File: config.mk
export PLATFORM = sky130hd
export DESIGN_NAME = twtc_decode
export DESIGN_NICKNAME = d
export VERILOG_FILES = /design/src/hw/rtl/twtc_pkg.sv /design/src/hw/rtl/twtc_decode.sv
export SDC_FILE = /design/constraint.sdc
export NUM_CORES = 1
export LEC_CHECK = 0
export ABC_AREA = 0
export BUFFER_PORTS_ARGS = -buffer_cell sky130_fd_sc_hd__buf_2
export CELL_PAD_IN_SITES_DETAIL_PLACEMENT = 0
export CELL_PAD_IN_SITES_GLOBAL_PLACEMENT = 1
export CORE_MARGIN = 5
export CORE_UTILIZATION = 31
export DETAILED_ROUTE_END_ITERATION = 12
export PLACE_DENSITY_LB_ADDON = 0.1
export SLEW_MARGIN = 15
export SYNTH_ARGS = -nofsm -noshare
export SYNTH_HDL_FRONTEND = slang
export SYNTH_SLANG_ARGS = --single-unit
File: constraint.sdc
create_clock -name vclk -period 2.35
set_clock_uncertainty 0.1 [all_clocks]
set_input_delay 0.1175 -clock vclk [all_inputs]
set_output_delay 0.1175 -clock vclk [all_outputs]
set_load 0.01 [all_outputs]
File: src/hw/rtl/twtc_pkg.sv
package twtc_pkg;

   localparam int unsigned LEVEL_BITS  = 8;
   localparam int unsigned LCOUNT_BITS = 5;
   localparam int unsigned RSP_BITS    = 31;

   localparam logic [LCOUNT_BITS-1:0] LEVEL_RESET = 5'd16;

   localparam logic [1:0] OP_CLEAR = 2'd0;
   localparam logic [1:0] OP_COUNT = 2'd1;
   localparam logic [1:0] OP_READ  = 2'd2;

   localparam logic [1:0] STATUS_DONE    = 2'd0;
   localparam logic [1:0] STATUS_MISSING = 2'd1;
   localparam logic [1:0] STATUS_RANGE   = 2'd2;
   localparam logic [1:0] STATUS_SAT     = 2'd3;

   localparam logic [1:0] REG_X_LEVELS = 2'd0;
   localparam logic [1:0] REG_Y_LEVELS = 2'd1;
   localparam logic [1:0] REG_Z_LEVELS = 2'd2;

   typedef enum logic [2:0] {
      ST_SWEEP  = 3'b001,
      ST_IDLE   = 3'b010,
      ST_UPDATE = 3'b100
   } twtc_state_type;

   // decoded request word
   typedef struct packed {
      logic       clear;
      logic       count;
      logic       hit;
      logic [1:0] status;
   } twtc_dec_type;

   function automatic logic [LCOUNT_BITS-1:0] clamp_levels(
      logic [LCOUNT_BITS-1:0] v, int unsigned top);
      logic [LCOUNT_BITS-1:0] r;
      r = v;
      if (v == '0) begin
         r = LCOUNT_BITS'(1);
      end else if (32'(v) > top) begin
         r = LCOUNT_BITS'(top);
      end
      return r;
   endfunction

endpackage

File: src/hw/rtl/twtc_decode.sv
module twtc_decode #(
   parameter int unsigned MAX_X_LEVELS = 16,
   parameter int unsigned MAX_Y_LEVELS = 16,
   parameter int unsigned Z_AW         = 4,
   parameter int unsigned ROW_AW       = 8,
   parameter int unsigned COL_AW       = 8,
   parameter int unsigned CELL_AW      = 12
) (
   input  logic [1:0]                        op,
   input  logic [twtc_pkg::LEVEL_BITS-1:0]   x_level,
   input  logic [twtc_pkg::LEVEL_BITS-1:0]   y_level,
   input  logic [twtc_pkg::LEVEL_BITS-1:0]   z_level,
   input  logic                              any_missing,
   input  logic [twtc_pkg::LCOUNT_BITS-1:0]  x_count,
   input  logic [twtc_pkg::LCOUNT_BITS-1:0]  y_count,
   input  logic [twtc_pkg::LCOUNT_BITS-1:0]  z_count,
   output twtc_pkg::twtc_dec_type            dec,
   output logic [CELL_AW-1:0]                cell_addr,
   output logic [ROW_AW-1:0]                 row_addr,
   output logic [COL_AW-1:0]                 col_addr,
   output logic [Z_AW-1:0]                   slice_addr
);
   import twtc_pkg::*;

   logic [LEVEL_BITS-1:0] xi;
   logic [LEVEL_BITS-1:0] yi;
   logic [LEVEL_BITS-1:0] zi;
   logic                  in_range;
   logic                  skip;

   assign xi = x_level - LEVEL_BITS'(1);
   assign yi = y_level - LEVEL_BITS'(1);
   assign zi = z_level - LEVEL_BITS'(1);

   assign in_range = (x_level != '0) && (x_level <= LEVEL_BITS'(x_count)) &&
                     (y_level != '0) && (y_level <= LEVEL_BITS'(y_count)) &&
                     (z_level != '0) && (z_level <= LEVEL_BITS'(z_count));

   // missing flags only matter on count, and win over range
   assign skip = (op == OP_COUNT) && any_missing;

   always_comb begin
      dec.clear  = (op == OP_CLEAR);
      dec.count  = (op == OP_COUNT);
      dec.hit    = !dec.clear && !skip && in_range;
      dec.status = STATUS_DONE;
      if (!dec.clear) begin
         if (skip) begin
            dec.status = STATUS_MISSING;
         end else if (!in_range) begin
            dec.status = STATUS_RANGE;
         end
      end
   end

   assign row_addr   = ROW_AW'(32'(zi) * MAX_X_LEVELS + 32'(xi));
   assign col_addr   = COL_AW'(32'(zi) * MAX_Y_LEVELS + 32'(yi));
   assign cell_addr  = CELL_AW'(32'(row_addr) * MAX_Y_LEVELS + 32'(yi));
   assign slice_addr = Z_AW'(zi);

endmodule

### Word-level counts from Yosys, hierarchy flattened

Index checks and enable logic that the tools add are counted.
W data, S select, Z words.

| word-level totals | value |
|---|---|
| register bits | 0 |
| input port bits | 42 |
| output and inout port bits | 37 |

| cells by class | value |
|---|---|
| add/subtract/negate cells | 6 |
| order comparisons | 3 |
| equal/unequal tests | 1 |
| muxes and demuxes | 3 |
| reductions and logical operators | 14 |

Operators by type and width:

| operator | count |
|---|---|
| $le A8 B5 Y1 | 3 |
| $reduce_bool A8 Y1 | 3 |
| $add A8 B8 Y8 | 2 |
| $sub A8 B1 Y8 const B | 2 |
| $add A12 B8 Y12 | 1 |
| $logic_and A1 B1 Y1 | 8 |
| $mux W2 | 3 |
| $sub A4 B1 Y4 const B | 1 |
| $eq A2 B1 Y1 const B | 1 |
| $logic_not A1 Y1 | 2 |
| $logic_not A2 Y1 | 1 |

### Logic depth before layout (Yosys ltp)

Gate-level depths: netlist (run 1).

| depth | value |
|---|---|
| depth in word-level cells | 9 |
| mapped depth | 12 |
| gate-level depth less buffers | 12 |

### Worst setup path after synthesis (run 1)

Ideal clock, no wire load.

| timing | value |
|---|---|
| path type | input-to-output |
| from | input port z_level[0] (netlist name) |
| to | output port cell_addr[11] |
| data arrival time | 2.226 ns |
| data required time | 2.132 ns |
| slack | -0.093 ns |
| stages | 10 |
| cells stage by stage | inv_1 -> ha_1 -> xor2_1 -> inv_1 -> ha_1 -> inv_1 -> ha_1 -> xnor2_1 -> nand4_2 -> xnor2_1 |

| between the ends | value |
|---|---|
| word-level cells in the longest chain between the ends | 3 |

RTL lines:

| element | line | RTL |
|---|---|---|
| from (decl) | twtc_decode.sv:12 | `input logic [twtc_pkg::LEVEL_BITS-1:0] z_level,` |
| $sub A4 B1 Y4 | twtc_decode.sv:33 | `assign zi = z_level - LEVEL_BITS'(1);` |
| named net slice_addr[2] | twtc_decode.sv:21 | `output logic [Z_AW-1:0] slice_addr` |
| $add A8 B8 Y8 | twtc_decode.sv:56 | `assign row_addr = ROW_AW'(32'(zi) * MAX_X_LEVELS + 32'(xi));` |
| named net row_addr[6] | twtc_decode.sv:19 | `output logic [ROW_AW-1:0] row_addr,` |
| $add A12 B8 Y12 | twtc_decode.sv:58 | `assign cell_addr = CELL_AW'(32'(row_addr) * MAX_Y_LEVELS + 32'(yi));` |
| to (decl) | twtc_decode.sv:18 | `output logic [CELL_AW-1:0] cell_addr,` |

The timed path passes the listed nets, and every way through them passes these cells.

### Final worst setup path (run 1)

| timing | value |
|---|---|
| from | input port x_level[1] (netlist name) |
| to | output port cell_addr[10] |

| between the ends | value |
|---|---|
| word-level cells in the longest chain between the ends | 3 |

RTL lines:

| element | line | RTL |
|---|---|---|
| from (decl) | twtc_decode.sv:10 | `input logic [twtc_pkg::LEVEL_BITS-1:0] x_level,` |
| $sub A8 B1 Y8 | twtc_decode.sv:31 | `assign xi = x_level - LEVEL_BITS'(1);` |
| $add A8 B8 Y8 | twtc_decode.sv:56 |  |
| $add A12 B8 Y12 | twtc_decode.sv:58 |  |

Every way passes these cells.

==> results of run 1 <==
-- critical path, stage by stage --
cell,delay (ps)
buf_2,110
inv_2,50
ha_2,160
inv_1,50
fa_2,520
inv_2,50
ha_4,270
nor2b_4,120
o21ai_1,60
nand2b_1,110
nand3_1,100
xnor2_1,180
buf_2,150
-- routing by layer --
metal / up-vias / track usage
met2: 52 / 0.1946
met5: - / 0
met3: 0 / 0.01715
met1: 586 / 0.1731
li1: 772 / -
met4: 0 / 0
-- cell usage in the layout (no fill, tap or decap), types with 3 or more instances in the layout --
master,netlist,final
a21oi_1,8,6
a21oi_2,1,3
buf_2,0,79
buf_4,4,21
ha_1,36,31
ha_4,0,3
inv_1,44,40
inv_2,0,3
nand2_1,9,8
nand3_1,5,4
nor2_1,6,6
nor2b_1,6,4
o21ai_0,5,3
xnor2_1,15,10
xnor2_2,2,7
xor2_1,7,6
-- timing repair --
action	CTS	global route
endpoints found under the setup margin	2	5
resized for setup	5	24
setup buffers	1	5
pin swaps	2	11
-- kinds of logic (layout without fill, tap and decap cells) --
kind of cell    Yosys count  after routing
buf+inv                  48            144
compound gates           26             26
fa+ha+maj                39             39
xor+xnor                 24             24
simple gates             41             41
-- final timing paths --
check / to / slack (ps) / cells past startpoint
max: cell_addr[10] / 80 / 13
min: dec[4] / 390 / 3
-- cell type report --
type,count,area [sq um],share of cell area
inverters,44,167.7,0.08146
multi-input cells,130,1275,0.6195
well taps,50,62.56,0.03040
repair buffers,100,553.0,0.2687
-- where the power goes --
group / internal [mW] / switching, mW
sequential: 0 / 0
clock: 0 / 0
combinational: 0.365 / 0.362
-- per-stage QoR --
stage | setup TNS [ps] | worst slack (ps)
2_1_floorplan | 0 | 7.959
3_3_place_gp | -62.58 | -62.58
3_5_place_dp | -72.34 | -72.34
4_1_cts | 0 | 26.84
5_1_grt | -17.18 | -17.18
6_report | 0 | 75.85
==> run metrics, run 1 <==
Critical Path RT=2130 ps; met2 routed WL=~1.6 mm; Hold Violations, Final=0; top cell type's share of synthesized area=0.3368; # fillers=425; post-placement cell area=1886 sq um; pin count of the biggest net entering global routing=6; # port buffers=79; Tightest Pin Transition=around 400 ps; max-slew violations=0; drt initial violations=23; Synth Area per Inst=roughly 7.5 sq um; Post-Synth Adder-Cell Area=0.3817; vias in the first global route=1,278; post-cts hold buffer count=0; CP endpoint kind=output port; Initial Util=0.3273; post-DP HPWL=roughly 3.3 mm; Simple-Gate Fraction of Synth Area=0.1768; Syn. warnings=0; Hold Path Class=in2out; Post-Synth XOR/XNOR Area=0.1684; Core Util, Final=0.5037; Inst Count DP=around 320; post-synthesis mux area share=0; worst hold margin=393.7 ps; Power Dens Cells=353.1 nW/um^2; clock buffers=0; Vias/cell=between 4 and 5; crit path kind=in2out; Synth Instances=178; remaining antenna violation count after routing=0; Synth Area in Compound Gates=0.1272; Post-Route WL=between 3 and 4 mm; Setup crit start=x_level[1]; Design Area, Final=roughly 2000 sq um; GRT overflow=0; Synth Cell Area=approximately 1300 sq um; first-pass GRT wire length=5.506 mm; antenna violations before repair=0; CP max FO=3; VDD IR max=0.1872 mV; Pleak=around 1.2 nW; row count=23; post-synth top area cell=ha_1; Tmin final=about 2300 ps; Arr. time, crit path=~2100 ps; DIE WIDTH=roughly 76 microns; syn nets=between 200 and 300; Seq cells=0; Final Wtd Congestion=~0.83; Final Non-Filler Cells=324; GRT Total Usage=0.1180; router iterations before antenna repair=4; Die Y-Extent=75.69 microns; synth top area cells=ha_1 34%, inv_1 12%, xnor2_1 9.8%, xor2_1 4.6%, fa_1 4.5%; Netlist cell types=34; core area=4086 sq um; I/O pin cnt=between 70 and 80; Met1 Wirelength=approximately 1.7 mm; relative max-transition margin=0.7268; top cell types by occurrence after synthesis=44 x inv_1, 36 x ha_1, 15 x xnor2_1; Routed WL per cell=between 10 and 15 microns; Nets=357; total number of vias=1,410; outcome=finished clean; ANT cells=0; DRC Markers=0; most common cell in the netlist=inv_1; period utilization=0.9677; combinational family with the most area after synthesis=adder cells; layout cells sized above 1=0.4818; met3 WL=390 microns; Final Setup Violations=0; maximum clock frequency=439.7 MHz; Reg area=0 sq um; maxcap violations=0; Syn-to-layout area delta=53.88%; DR top layer=met3; sequential element share of the synthesized area=0; Die ar.=between 5000 and 6000 sq um; Pwr Total=0.7267 mW; min-delay src=op[0]; Worst Setup Start Kind=input port
(Power assumes the default switching activity.)
==> inputs of run 2 (changes only) <==
--- a/config.mk
+++ b/config.mk
@@ -7,12 +7,10 @@
 export LEC_CHECK = 0
 export ABC_AREA = 0
 export BUFFER_PORTS_ARGS = -buffer_cell sky130_fd_sc_hd__buf_2
-export CELL_PAD_IN_SITES_DETAIL_PLACEMENT = 0
-export CELL_PAD_IN_SITES_GLOBAL_PLACEMENT = 1
 export CORE_MARGIN = 5
-export CORE_UTILIZATION = 31
+export CORE_UTILIZATION = 47
 export DETAILED_ROUTE_END_ITERATION = 12
-export PLACE_DENSITY_LB_ADDON = 0.1
+export PLACE_DENSITY = 0.86
 export SLEW_MARGIN = 15
 export SYNTH_ARGS = -nofsm -noshare
 export SYNTH_HDL_FRONTEND = slang
==> run metrics, run 2 (synthesized netlist as in run 1, its figures left out) <==
Tmin final=2317 ps (was 2274 ps); area of the multi-input gates=1356 sq um (was 1275 sq um); DRC Markers=0 (unchanged); max-slew violations=0 (unchanged); Critical Path RT=2130 ps (about the same); RSZ-0062 raised after global routing=true; antenna violations before repair=0 (unchanged); Post-Route WL=4.234 mm (was 3.660 mm); crit path cell chain=buf_2 -> inv_1 -> ha_1 -> ha_1 -> inv_1 -> ha_4 -> inv_1 -> o21bai_1 -> a21oi_2 -> xnor2_2 -> xnor2_2 -> buf_2 (was buf_2 -> inv_2 -> ha_2 -> inv_1 -> fa_2 -> inv_2 -> ha_4 -> nor2b_4 -> o21ai_1 -> nand2b_1 -> nand3_1 -> xnor2_1 -> buf_2); core area=2734 sq um (was 4086 sq um); CP endpoint kind=output port (unchanged); met2 routed WL=2.320 mm (was 1.607 mm); GRT Total Usage=0.1705 (was 0.1180); DP Worst Slack=-121.3 ps (was -72.34 ps); CP max stage cell=ha_1 (was fa_2); Seq cells=0 (unchanged); Pleak=1.236 nW (was 1.190 nW); Syn-to-layout area delta=61.37% (was 53.88%); setup TNS=0 ps (unchanged); Hold Path Class=in2out (unchanged); Die Y-Extent=63.35 microns (was 75.69 microns); Initial Util=0.4892 (was 0.3273); clock buffers=0 (unchanged); DIE WIDTH=63.35 microns (was 75.69 microns); layout cells sized above 1=0.5126 (was 0.4818); Hold Violations, Final=0 (unchanged); Final Wtd Congestion=0.7921 (was 0.8307); Die ar.=4013 sq um (was 5728 sq um); Routed WL per cell=13.75 microns (was 11.30 microns); router iterations before antenna repair=6 (was 4); vias in the first global route=1,487 (was 1,278); period utilization=0.9859 (was 0.9677); maximum clock frequency=431.6 MHz (was 439.7 MHz); ANT cells=0 (unchanged); # port buffers=79 (unchanged); remaining antenna violation count after routing=0 (unchanged); pin count of the biggest net entering global routing=6 (unchanged); I/O pin cnt=79 (unchanged); post-placement cell area=1862 sq um (was 1886 sq um); post-DP HPWL=3.236 mm (was 3.350 mm); Arr. time, crit path=2100 ps (was 2060 ps); Top delay family on crit path=adder cells (unchanged); Final Setup Violations=0 (unchanged); VDD IR max=0.5308 mV (was 0.1872 mV); Final WS setup=33.05 ps (was 75.85 ps); DR top layer=met4 (was met3); Reg area=0 sq um (unchanged); worst hold margin=397.3 ps (was 393.7 ps); Crit path top cell by count=inv_1; commonest non-fill, non-tap cell in the layout=buf_2 (unchanged); commonest cells after routing, fill and taps aside=77 x buf_2, 38 x inv_1, 30 x ha_1 (was 79 x buf_2, 40 x inv_1, 31 x ha_1); Nets=360 (was 357); GRT overflow=0 (unchanged); crit path kind=in2out (unchanged); Tightest Pin Transition=417.3 ps (was 399.4 ps); CP max FO=3 (unchanged); maxcap violations=0 (unchanged); Max stage delay on crit path=310 ps (was 520 ps); Vias/cell=4.990 (was 4.352); worst path bufs/invs=5 (unchanged); Worst Setup Start Kind=input port (unchanged); # fillers=198 (was 425); first-pass GRT wire length=5.982 mm (was 5.506 mm); row count=19 (was 23); total number of vias=1,537 (was 1,410); Met1 Wirelength=1.577 mm (was 1.662 mm); outcome=finished clean (unchanged); Power Dens Cells=382.6 nW/um^2 (was 353.1 nW/um^2); Core Util, Final=0.7895 (was 0.5037); met3 WL=309 microns (was 390 microns); Design Area, Final=2158 sq um (was 2058 sq um); relative max-transition margin=0.7146 (was 0.7268); drt initial violations=26 (was 23)
## run 2: cell types whose count changed in the layout (fill, tap and decap cells not counted), moves of 2 or more
cell,change
buf_2,-2
buf_4,+4
ha_4,+2
inv_1,-2
xnor2_1,-2
## run 2: final cells by class
class | instances | share of cell area
inverter | 44 | 0.08116
timing repair buffer | 103 | 0.2725
multi-input combinational | 130 | 0.6284
tap | 31 | 0.01797
## run 2: worst min-delay path, stage by stage
cell,delay (ps)
buf_2,90
nor2_1,40
buf_2,130
## run 2: per-stage QoR
step | std cells | power (mW)
6_report | 308 | 0.8258
5_1_grt | 308 | 0.9011
4_1_cts | 301 | 0.6885
3_5_place_dp | 299 | 0.6661
3_3_place_gp | 299 | 0.6480
2_1_floorplan | 178 | 0.4047
## run 2: final timing paths
kind,start,endpoint,slack [ps],cells after the start
max,z_level[0],cell_addr[11],30,12
min,op[0],dec[4],400,3
## run 2: metal layers
layer | GRT usage | vias to the layer above
met2 | 0.3312 | 56
met4 | 0 | 0
li1 | - | 779
met5 | 0 | -
met1 | 0.2006 | 700
met3 | 0.03375 | 2
## run 2: where the power goes
group | internal [mW] | switching (mW) | total (mW)
logic | 0.414 | 0.412 | 0.826
clock network | 0 | 0 | 0
registers | 0 | 0 | 0
total | 0.414 | 0.412 | 0.826
## run 2: repair_timing
item                                    in CTS  in global routing
pin swaps                                    0                 15
hold endpoints to repair                     0                  0
buffers inserted                             2                  7
resized for setup                            8                 41
hold buffers                                 0                  0
endpoints found under the setup margin       3                  4
