<file path="src/hw/rtl/twtc_ram.sv">
module twtc_ram #(
   parameter int unsigned DEPTH     = 16,
   parameter int unsigned WIDTH     = 31,
   parameter int unsigned ADDR_BITS = 4
) (
   input  logic                 clock,
   input  logic                 rd_en,
   input  logic [ADDR_BITS-1:0] rd_addr,
   output logic [WIDTH-1:0]     rd_data,
   input  logic                 wr_en,
   input  logic [ADDR_BITS-1:0] wr_addr,
   input  logic [WIDTH-1:0]     wr_data
);

   logic [WIDTH-1:0] mem_ff [DEPTH];
   logic [WIDTH-1:0] rd_data_ff;

   always_ff @(posedge clock) begin
      if (wr_en) begin
         mem_ff[wr_addr] <= wr_data;
      end
      if (rd_en) begin
         rd_data_ff <= mem_ff[rd_addr];
      end
   end

   assign rd_data = rd_data_ff;

endmodule

</file>
<file path="config.mk">
export PLATFORM = sky130hd
export DESIGN_NAME = twtc_ram
export DESIGN_NICKNAME = d
export VERILOG_FILES = /design/src/hw/rtl/twtc_ram.sv
export SDC_FILE = /design/constraint.sdc
export NUM_CORES = 1
export LEC_CHECK = 0
export ABC_CLOCK_PERIOD_IN_PS = 4400
export BUFFER_PORTS_ARGS = -buffer_cell sky130_fd_sc_hd__clkbuf_2
export CAP_MARGIN = 0
export CORE_ASPECT_RATIO = 0.7
export CORE_UTILIZATION = 50
export CTS_BUF_LIST = sky130_fd_sc_hd__clkbuf_4 sky130_fd_sc_hd__clkbuf_8 sky130_fd_sc_hd__clkbuf_16
export CTS_CLUSTER_SIZE = 20
export DETAILED_ROUTE_END_ITERATION = 10
export PLACE_DENSITY = 0.66
export SYNTH_ARGS = -nofsm -noshare
export SYNTH_HDL_FRONTEND = slang
export SYNTH_SLANG_ARGS = --single-unit
</file>
<file path="constraint.sdc">
create_clock -name clock -period 4.4 [get_ports clock]
set_clock_uncertainty 0.2 [all_clocks]
set_input_delay 0.66 -clock clock [delete_from_list [all_inputs] [get_ports clock]]
set_output_delay 0.66 -clock clock [all_outputs]
set_load 0.1 [all_outputs]
</file>
== Yosys cells after proc, flatten, opt, wreduce, memory -nomap -nowiden ==
Memories as Yosys holds them, arrays and structs flattened. A register that Yosys moved wholly into a read port is not among the register bits.
Cells that the tools add are included.

* Input bits: 42
* Memories kept: 1
* Bits in writable memories: 496
* Output and inout port bits: 31
* Word-level logic and storage cells: 3
* Register bits after elaboration: 0

{| class="wikitable"
|+ Memories
! name !! words !! width !! rd ports !! clocked after Yosys merged registers in !! wr ports !! RTL line !! text
|-
| mem_ff || 16 || 31 || 1 || 1 || 1 || 15 || <nowiki>logic [WIDTH-1:0] mem_ff [DEPTH];</nowiki>
|}

* Muxes and demuxes: 2

{| class="wikitable"
|+ Operators with widths
! cell !! number
|-
| 2-to-1 mux 1 bit || 2
|}

== Logic depth before layout (Yosys ltp) ==
Gate-level depths: netlist of the first run.

* Word-level depth: 2
* Depth in mapped cells: 6
* Mapped depth without buffers: 3

== Worst setup path after synthesis of the first run ==
Ideal clock, no wire load.

* Kind: input -> register
* Start point: in wr_addr[2]
* End point: mem mem_ff[0][0] (enable)
* Buffers on the path: 0
* Path slack: 0.505 ns
* Data arrival time: 3.237 ns
* Cell stages on the path: 2
* Required time: 3.742 ns
* Library setup time: 0.458 ns
* Path through: or3b_1 > nor3_1

{| class="wikitable"
|+ RTL lines
! item !! RTL line !! text
|-
| from (decl) || 11 || <nowiki>input logic [ADDR_BITS-1:0] wr_addr,</nowiki>
|-
| to (decl) || 15 ||
|}

Straight into the memory's write port.

== Final worst setup path of the first run ==
* Start point: reg rd_data_ff[5] (netlist: rd_data[5]) (read register of mem_ff)
* End point: out rd_data[5]

{| class="wikitable"
|+ RTL lines
! item !! RTL line !! text
|-
| from (decl) || 16 || <nowiki>logic [WIDTH-1:0] rd_data_ff;</nowiki>
|-
| to (decl) || 9 || <nowiki>output logic [WIDTH-1:0] rd_data,</nowiki>
|}

No word-level cell between the ends.

==> results.txt, run 1 <==
----------------------------------------------------
[Timing]
  Setup TNS ... 0 ns
  Setup-failing EPs final ... 0
  Transition at the pin with the smallest max-transition slack ... approximately 1.3 ns
  Headroom to the max-slew limit ... 11.54%
  Worst hold slack after final layout ... around 0.3 ns
  Count of final hold-check violations ... 0
  RSZ-0062 raised after global routing ... no
  Minimum clock period ... around 2.3 ns
  Share of the clock period used by the worst path after layout ... between 50% and 60%
  Number of max-slew violations in the final report ... 0
  Maximum operating frequency ... 431.5 MHz

[Power and ir drop]
  Static leakage ... 7.135 nW
  Internal power summed over all cells ... 8.274 mW
  Net switching share of the total power ... 21.25%
  Switching power total ... 2.233 mW
  Comb pwr share ... 6.3%
  Peak ir drop on the vdd network ... 0.3475 mV
  Pwr per Cell Area ... about 470 mW/mm^2
  Sequential power share ... 54.1%
  Power, Total ... approximately 11 mW
  Clk network pwr share ... 39.6%

[Detailed routing]
  Count of TritonRoute iterations in the first routing pass ... 6
  Post-route DRC violation count ... 0
  Drt total wl ... 41.27 mm
  DR vias/cell ... 5.930
  Total vias in the final route ... 8788
  DRC marker count from the first detailed-route iteration ... between 900 and 1000
  Number of antenna-violating nets in the routed design ... 0
  Final routed wire length divided by cell count ... roughly 28 um

[Cells and area]
  Non-filler cells, final ... 1482
  Most common cell after layout, fill and taps aside ... sky130_fd_sc_hd__edfxtp_1
  Share of cells above drive strength 1 ... 33.12%
  Most frequent cells in the layout ... sky130_fd_sc_hd__edfxtp_1 (527), sky130_fd_sc_hd__mux4_2 (124), sky130_fd_sc_hd__clkbuf_2 (70)
  P&R area growth vs syn ... 14.18%
  Count of nets after finishing ... 963
  Final Instance Area ... 0.02233 mm^2

[Setup path]
  Critical path start-end classification ... reg -> out
  Critical path buffer and inverter count ... 1
  R2r worst-path depth ... 3
  Max incr delay on CP ... about 0.48 ns
  Cell breakdown of the critical path ... clkbuf_2
  Path length in cells of the critical path ... 1
  CP max stage cell ... sky130_fd_sc_hd__clkbuf_2
  CP required ... between 3 and 4 ns
  Crit end category ... output port
  Kind of cell with the highest combined delay on the critical path ... buffers and inverters
  Worst endpoint data arrival time ... 1.46 ns
  Critical-path maximum fanout ... 1
  Startpoint class of the critical path ... flop

[Worst hold path]
  Number of cells on the worst hold path ... 1
  Path type of the worst min-delay path ... in -> reg

[Clock network]
  Buffers inserted during post-CTS setup optimization ... 0
  Number of sinks driven by the clock tree ... 527
  Root buffer cell ... sky130_fd_sc_hd__clkbuf_16
  Clock tree from TritonCTS ... done
  Clock buffer depth ... 3
  Cts bufs inserted ... 47
  Hold bufs inserted after CTS ... 0
  Number of cells upsized or downsized after cts ... 0
  H-tree level count ... 2
  Clock transition at the registers of the reported paths ... 0.07 ns
  Clock latency on the worst-skew pair ... between 0.5 and 0.6 ns

[Global routing]
  Tot GR Track Use ... 21.33%
  Total gr overflow ... 0
  Largest net degree at the start of global routing ... 51
  Via count of the first global-routing pass ... 9060
  Initial antenna violation count ... 1
  Wire length of the first global-routing pass ... between 60 and 70 mm

[Yosys]
  Share of synthesized area occupied by flip-flops and latches ... 80.91%
  Synth cell types ... 17
  Synthesized area per cell ... roughly 24 um^2
  Flip-flop and latch count after synthesis ... 527
  Area of the mapped netlist ... ~0.020 mm^2
  Synthesized netlist cell count ... 812
  Number of nets in the synthesized netlist ... 854
  Total of warnings raised by yosys ... 0

[Floorplan]
  DIE AREA ... 0.03993 mm^2
  Row Count ... 60
  Top Ports ... between 70 and 80
  Initial core utilization ... 50.79%
  Chip Height ... 167.5 um
  Core ar. ... 0.03851 mm^2
  Die Span X ... 238.4 um

[Placement]
  Post-Place Cell Area ... 0.02078 mm^2
  Cells after DPL ... 1399
  Number of I/O port buffers ... 72
  Placer congestion estimate ... 0.7301
  HPWL after detailed placement ... around 21 mm

[Run status]
  Result of the run ... finished, final reports clean

[Flow run]
  Count of maximum capacitance violations ... 0

----------------------------------------------------
-- layout make-up --
class                           count  area (um^2)
Fill cell                        2759        16180
Sequential cell                   527        15830
Multi-Input combinational cell    244         3641
Clock buffer                       57         1286
Tap cell                          527        659.4
Timing Repair Buffer              101        651.9
Clock inverter                     25        265.3
Antenna cell                        1        2.502
-- cells in the mapped netlist --
cell type / number / share of area [%]
sky130_fd_sc_hd__nand2_1: 32 / 0.61
sky130_fd_sc_hd__buf_4: 1 / 0.038
sky130_fd_sc_hd__nand3_1: 1 / 0.026
sky130_fd_sc_hd__and2_1: 1 / 0.032
sky130_fd_sc_hd__nor3_1: 4 / 0.10
sky130_fd_sc_hd__buf_6: 7 / 0.40
sky130_fd_sc_hd__nand3b_1: 2 / 0.077
sky130_fd_sc_hd__mux4_2: 124 / 14
sky130_fd_sc_hd__or3b_1: 1 / 0.045
sky130_fd_sc_hd__nor2_1: 13 / 0.25
sky130_fd_sc_hd__nand2b_1: 2 / 0.064
sky130_fd_sc_hd__edfxtp_1: 527 / 81
sky130_fd_sc_hd__a22oi_1: 62 / 2.4
sky130_fd_sc_hd__clkbuf_1: 19 / 0.36
sky130_fd_sc_hd__buf_1: 1 / 0.019
sky130_fd_sc_hd__nor2b_1: 2 / 0.064
sky130_fd_sc_hd__buf_2: 13 / 0.33
-- path summary, 6_finish.rpt --
kind	from	to	slack, ns
worst max-delay path	rd_data[5]$_DFFE_PP_	rd_data[5]	2.08
worst min-delay path	wr_data[4]	mem_ff[4][4]$_DFFE_PP_	0.30
worst max register to register	mem_ff[10][19]$_DFFE_PP_	rd_data[19]$_DFFE_PP_	2.72
worst min register to register	mem_ff[6][7]$_DFFE_PP_	rd_data[7]$_DFFE_PP_	0.54
-- cell families (layout without fill, tap and decap cells) --
| logic type | after synthesis | count (layout) | synth area share (%) |
|---|---|---|---|
| compound gates | 62 | 62 | 2.380 |
| buf+inv | 41 | 183 | 1.158 |
| other cells | 0 | 1 | 0 |
| mux | 124 | 124 | 14.28 |
| simple gates | 58 | 58 | 1.273 |
| flops | 527 | 527 | 80.91 |
-- sequential cells by signal (all words and copies together), names as in the netlist --
name / flops
mem_ff: 496
rd_data: 31
-- per-stage QoR --
stage	util, %	worst slack, ns
after CTS	57.98	2.042
after global placement	53.95	1.538
after floorplan	-	0.5050
after global routing	57.98	1.995
after detailed placement	53.95	1.505
final	57.99	2.083
-- routing by layer --
metal	share of wire [%]	track usage, %	vias up
met1	44	31.65	4682
li1	-	-	3709
met5	0	0	-
met3	7.0	3.956	65
met2	47	33.03	332
met4	2.0	5.574	0
-- power groups by stage --
stage	registers (mW)	logic, mW	clock network (mW)
detailed placement	5.80	0.665	0
floorplan	5.97	0.271	0
global route	5.69	0.698	4.41
finish	5.69	0.657	4.16
CTS	5.69	0.666	4.23
global placement	5.79	0.657	0
Power figures use the tool's default switching activity.
==> inputs of run 2 (changes only) <==
- ABC_AREA: default -> 1
- ABC_CLOCK_PERIOD_IN_PS: 4400 -> 1900
- PLACE_DENSITY: 0.66 -> 0.68
- clock period: 4.4 -> 1.9 ns (I/O delays scaled with it)
==> run 2 against run 1 <==
- synthesized cell count grew to 2.5 times the previous value
- combinational power grew to 3.1 times the previous value
- core utilization is 1.1 points higher
- critical endpoint is now rd_data[11]
- non-clock buffer count is 68 higher
- largest power group unchanged
- critical path depth stayed put
==> results.txt, run 2 <==
----------------------------------------------------
[Yosys]
  Synth cell types ... 15 (was 17)
  Total of warnings raised by yosys ... 0 (unchanged)
  Simple logic cell fraction of the synthesized area ... 19.73% (was 1.273%)
  Cell types with the highest counts after synthesis ... sky130_fd_sc_hd__nand2_1 (656), sky130_fd_sc_hd__edfxtp_1 (527), sky130_fd_sc_hd__inv_1 (375) (was sky130_fd_sc_hd__edfxtp_1 (527), sky130_fd_sc_hd__mux4_2 (124), sky130_fd_sc_hd__a22oi_1 (62))
  Synthesized netlist cell count ... 2054 (was 812)
  Yosys top cell by area ... sky130_fd_sc_hd__edfxtp_1 (unchanged)
  Share of synthesized area spent on multiplexers ... 0% (was 14.28%)
  Number of enable flip-flop cells after synthesis ... 527 (unchanged)
  Number of nets in the synthesized netlist ... 2096 (was 854)
  Area of the mapped netlist ... 0.02234 mm^2 (was 0.01956 mm^2)
  Flip-flop and latch count after synthesis ... 527 (unchanged)
  Most frequent cell after synthesis ... sky130_fd_sc_hd__nand2_1 (was sky130_fd_sc_hd__edfxtp_1)
  Arithmetic-cell share of the synthesized area counting full adders, half adders and majority gates ... 0% (unchanged)
  Share of synthesized area occupied by flip-flops and latches ... 70.85% (was 80.91%)
  Fraction of registers with async set or reset after synthesis ... 0% (unchanged)
  Parity-gate share of the synthesized area counting xor and xnor cells ... 0% (unchanged)
  Dominant register cell in the synthesized netlist ... sky130_fd_sc_hd__edfxtp_1 (unchanged)
  Synth top area cells ... sky130_fd_sc_hd__edfxtp_1 (71%), sky130_fd_sc_hd__nand2_1 (11%), sky130_fd_sc_hd__nand3_1 (8.4%) (was sky130_fd_sc_hd__edfxtp_1 (81%), sky130_fd_sc_hd__mux4_2 (14%), sky130_fd_sc_hd__a22oi_1 (2.4%))
  Post-synthesis compound-gate area fraction ... 0% (was 2.380%)
  Main combinational cell family by area after synthesis ... simple AND/OR/NAND/NOR gates (was multiplexers)
  Top-area cell type share of the netlist area ... 70.85% (was 80.91%)
  Synthesized area per cell ... 10.87 um^2 (was 24.09 um^2)

[Timing]
  Headroom to the max-slew limit ... 58.41% (was 11.54%)
  Maximum operating frequency ... 538.4 MHz
  Setup-failing EPs final ... 0 (unchanged)
  Share of the clock period used by the worst path after layout ... 97.76%
  Setup TNS ... 0 ns (unchanged)
  Count of final hold-check violations ... 0 (unchanged)
  Transition at the pin with the smallest max-transition slack ... 0.6239 ns (was 1.324 ns)
  Number of max-slew violations in the final report ... 0 (unchanged)
  RSZ-0062 raised after global routing ... no (unchanged)
  Minimum clock period ... 1.857 ns
  Least setup slack across all paths after layout ... 0.04254 ns (was 2.083 ns)

[Clock network]
  Clock tree from TritonCTS ... done (unchanged)
  Buffers inserted during post-CTS setup optimization ... 0 (unchanged)
  Root buffer cell ... sky130_fd_sc_hd__clkbuf_16 (unchanged)
  H-tree level count ... 2 (unchanged)
  Number of sinks driven by the clock tree ... 527 (unchanged)
  Clock transition at the registers of the reported paths ... 0.06 ns (was 0.07 ns)
  Clock latency on the worst-skew pair ... 0.56 ns (was 0.57 ns)
  Clock buffer depth ... 3 (unchanged)
  Cts bufs inserted ... 49 (was 47)

[Worst hold path]
  Hold path startpoint ... rd_en (was wr_data[4])
  Endpoint of the worst hold-timing path ... rd_data[4]$_DFFE_PP_ (was mem_ff[4][4]$_DFFE_PP_)
  Path type of the worst min-delay path ... in -> reg (unchanged)
  Number of cells on the worst hold path ... 2 (was 1)

[Cells and area]
  Most common cell after layout, fill and taps aside ... sky130_fd_sc_hd__nand2_1 (was sky130_fd_sc_hd__edfxtp_1)
  Count of nets after finishing ... 2215 (was 963)
  Top reg by flops ... mem_ff (unchanged)
  Number of flip-flops in the largest register ... 496 (unchanged)
  Final standard cell utilization of the core ... 59.14% (was 57.99%)
  P&R area growth vs syn ... 16.18% (was 14.18%)
  Most frequent cells in the layout ... sky130_fd_sc_hd__nand2_1 (656), sky130_fd_sc_hd__edfxtp_1 (527), sky130_fd_sc_hd__inv_1 (374) (was sky130_fd_sc_hd__edfxtp_1 (527), sky130_fd_sc_hd__mux4_2 (124), sky130_fd_sc_hd__clkbuf_2 (70))
  Share of cells above drive strength 1 ... 10.75% (was 33.12%)
  Antenna cell count ... 0 (was 1)
  Non-filler cells, final ... 2807 (was 1482)
  Fillcell total ... 3572 (was 2759)

[Placement]
  Number of I/O port buffers ... 72 (unchanged)
  Cells after DPL ... 2686 (was 1399)
  Placer congestion estimate ... 0.7765 (was 0.7301)
  DP Worst Slack ... 0.1040 ns (was 1.505 ns)
  HPWL after detailed placement ... 29.28 mm (was 21.25 mm)

[Setup path]
  Critical path start-end classification ... reg -> out (unchanged)
  Launch instance of the worst register-to-register path ... mem_ff[9][14]$_DFFE_PP_ (was mem_ff[10][19]$_DFFE_PP_)
  Max incr delay on CP ... 0.46 ns (was 0.48 ns)
  CP required ... 1.41 ns (was 3.54 ns)
  Worst endpoint data arrival time ... 1.37 ns (was 1.46 ns)
  Flop-to-flop setup slack ... 0.54 ns (was 2.72 ns)
  Cell breakdown of the critical path ... clkbuf_2 (unchanged)
  Critical path buffer and inverter count ... 1 (unchanged)
  Endpoint of the most critical register-to-register path ... rd_data[14]$_DFFE_PP_ (was rd_data[19]$_DFFE_PP_)
  Crit end category ... output port (unchanged)
  Kind of cell with the highest combined delay on the critical path ... buffers and inverters (unchanged)
  R2r worst-path depth ... 6 (was 3)
  Startpoint class of the critical path ... flop (unchanged)
  CP max stage cell ... sky130_fd_sc_hd__clkbuf_2 (unchanged)
  Critical-path maximum fanout ... 1 (unchanged)

[Detailed routing]
  Number of antenna-violating nets in the routed design ... 0 (unchanged)
  Count of TritonRoute iterations in the first routing pass ... 5 (was 6)
  Post-route DRC violation count ... 0 (unchanged)
  DRC marker count from the first detailed-route iteration ... 1351 (was 965)
  DR vias/cell ... 5.102 (was 5.930)
  Total vias in the final route ... 14320 (was 8788)
  Final routed wire length divided by cell count ... 18.21 um (was 27.84 um)
  Drt total wl ... 51.11 mm (was 41.27 mm)

[Flow run]
  Count of maximum capacitance violations ... 0 (unchanged)

[Global routing]
  Largest net degree at the start of global routing ... 80 (was 51)
  Wire length of the first global-routing pass ... 78.99 mm (was 60.46 mm)
  Tot GR Track Use ... 23.10% (was 21.33%)
  Initial antenna violation count ... 0 (was 1)
  Via count of the first global-routing pass ... 13820 (was 9060)
  Total gr overflow ... 0 (unchanged)

[Power and ir drop]
  Power, Total ... 24.96 mW (was 10.51 mW)
  Peak ir drop on the vdd network ... 0.8591 mV (was 0.3475 mV)
  Pwr per Cell Area ... 961.7 mW/mm^2 (was 470.5 mW/mm^2)
  Static leakage ... 10.97 nW (was 7.135 nW)

[Floorplan]
  Die Span X ... 254.6 um (was 238.4 um)
  Initial core utilization ... 50.90% (was 50.79%)
  Core ar. ... 0.04388 mm^2 (was 0.03851 mm^2)
  Chip Height ... 178.8 um (was 167.5 um)
  Row Count ... 64 (was 60)
  Top Ports ... 73 (unchanged)
  DIE AREA ... 0.04554 mm^2 (was 0.03993 mm^2)

[Run status]
  Result of the run ... finished, final reports clean (unchanged)

----------------------------------------------------
run 2: area by class of cell:
class,instances,area [um^2],area share (%)
flip-flops and latches,527,15830,60.98
multi-input cells,1048,4528,17.45
repair buffers,169,1831,7.054
inverters,378,1426,5.497
clock buffers,62,1359,5.236
well taps,594,743.2,2.864
clock inverters,29,237.7,0.9161
run 2: worst max-delay path by stage:
stage                                from                       to  slack, ns  cells after the start
finish              rd_data[11]$_DFFE_PP_              rd_data[11]       0.04                      1
global route         rd_data[2]$_DFFE_PP_               rd_data[2]      0.008                      1
CTS                 rd_data[20]$_DFFE_PP_              rd_data[20]      0.009                      1
detailed placement             rd_addr[0]    rd_data[14]$_DFFE_PP_       0.10                      8
global placement               rd_addr[0]    rd_data[14]$_DFFE_PP_       0.12                      7
floorplan                      wr_addr[2]  mem_ff[10][0]$_DFFE_PP_      -0.09                      2
run 2: report_power, final:
part	total, mW	internal [mW]	switching, mW
Combinational	2.03	0.555	1.48
Clock	9.76	5.61	4.15
Sequential	13.2	13.1	0.0755
run 2: timing repair:
action | 4_1_cts | 5_1_grt
setup endpoints to repair | 13 | 1
gates resized for setup | 13 | 1
hold endpoints to repair | 477 | 0
pin swaps | 0 | 0
hold buffers | 30 | 0
run 2: per-layer routing:
layer / global-route usage (%) / wire (um)
met1: 32.75 / 22880
met2: 37.53 / 23880
met3: 3.296 / 3223
met4: 6.337 / 1124
met5: 0 / 0
run 2: kinds of logic (layout without fill, tap and decap cells):
| group | count (synthesis) | count (layout) |
|---|---|---|
| DFF | 527 | 527 |
| and+or+nand+nor | 1048 | 1048 |
| buffers and inverters | 479 | 638 |
run 2: through the flow:
step | cell area [um^2] | hold slack (ns)
final | 25950 | 0.01965
after global placement | 24020 | 0.4827
after CTS | 25950 | 0.005637
after detailed placement | 24020 | 0.5021
after global routing | 25950 | 0.01195
after floorplan | 22390 | 0.1839
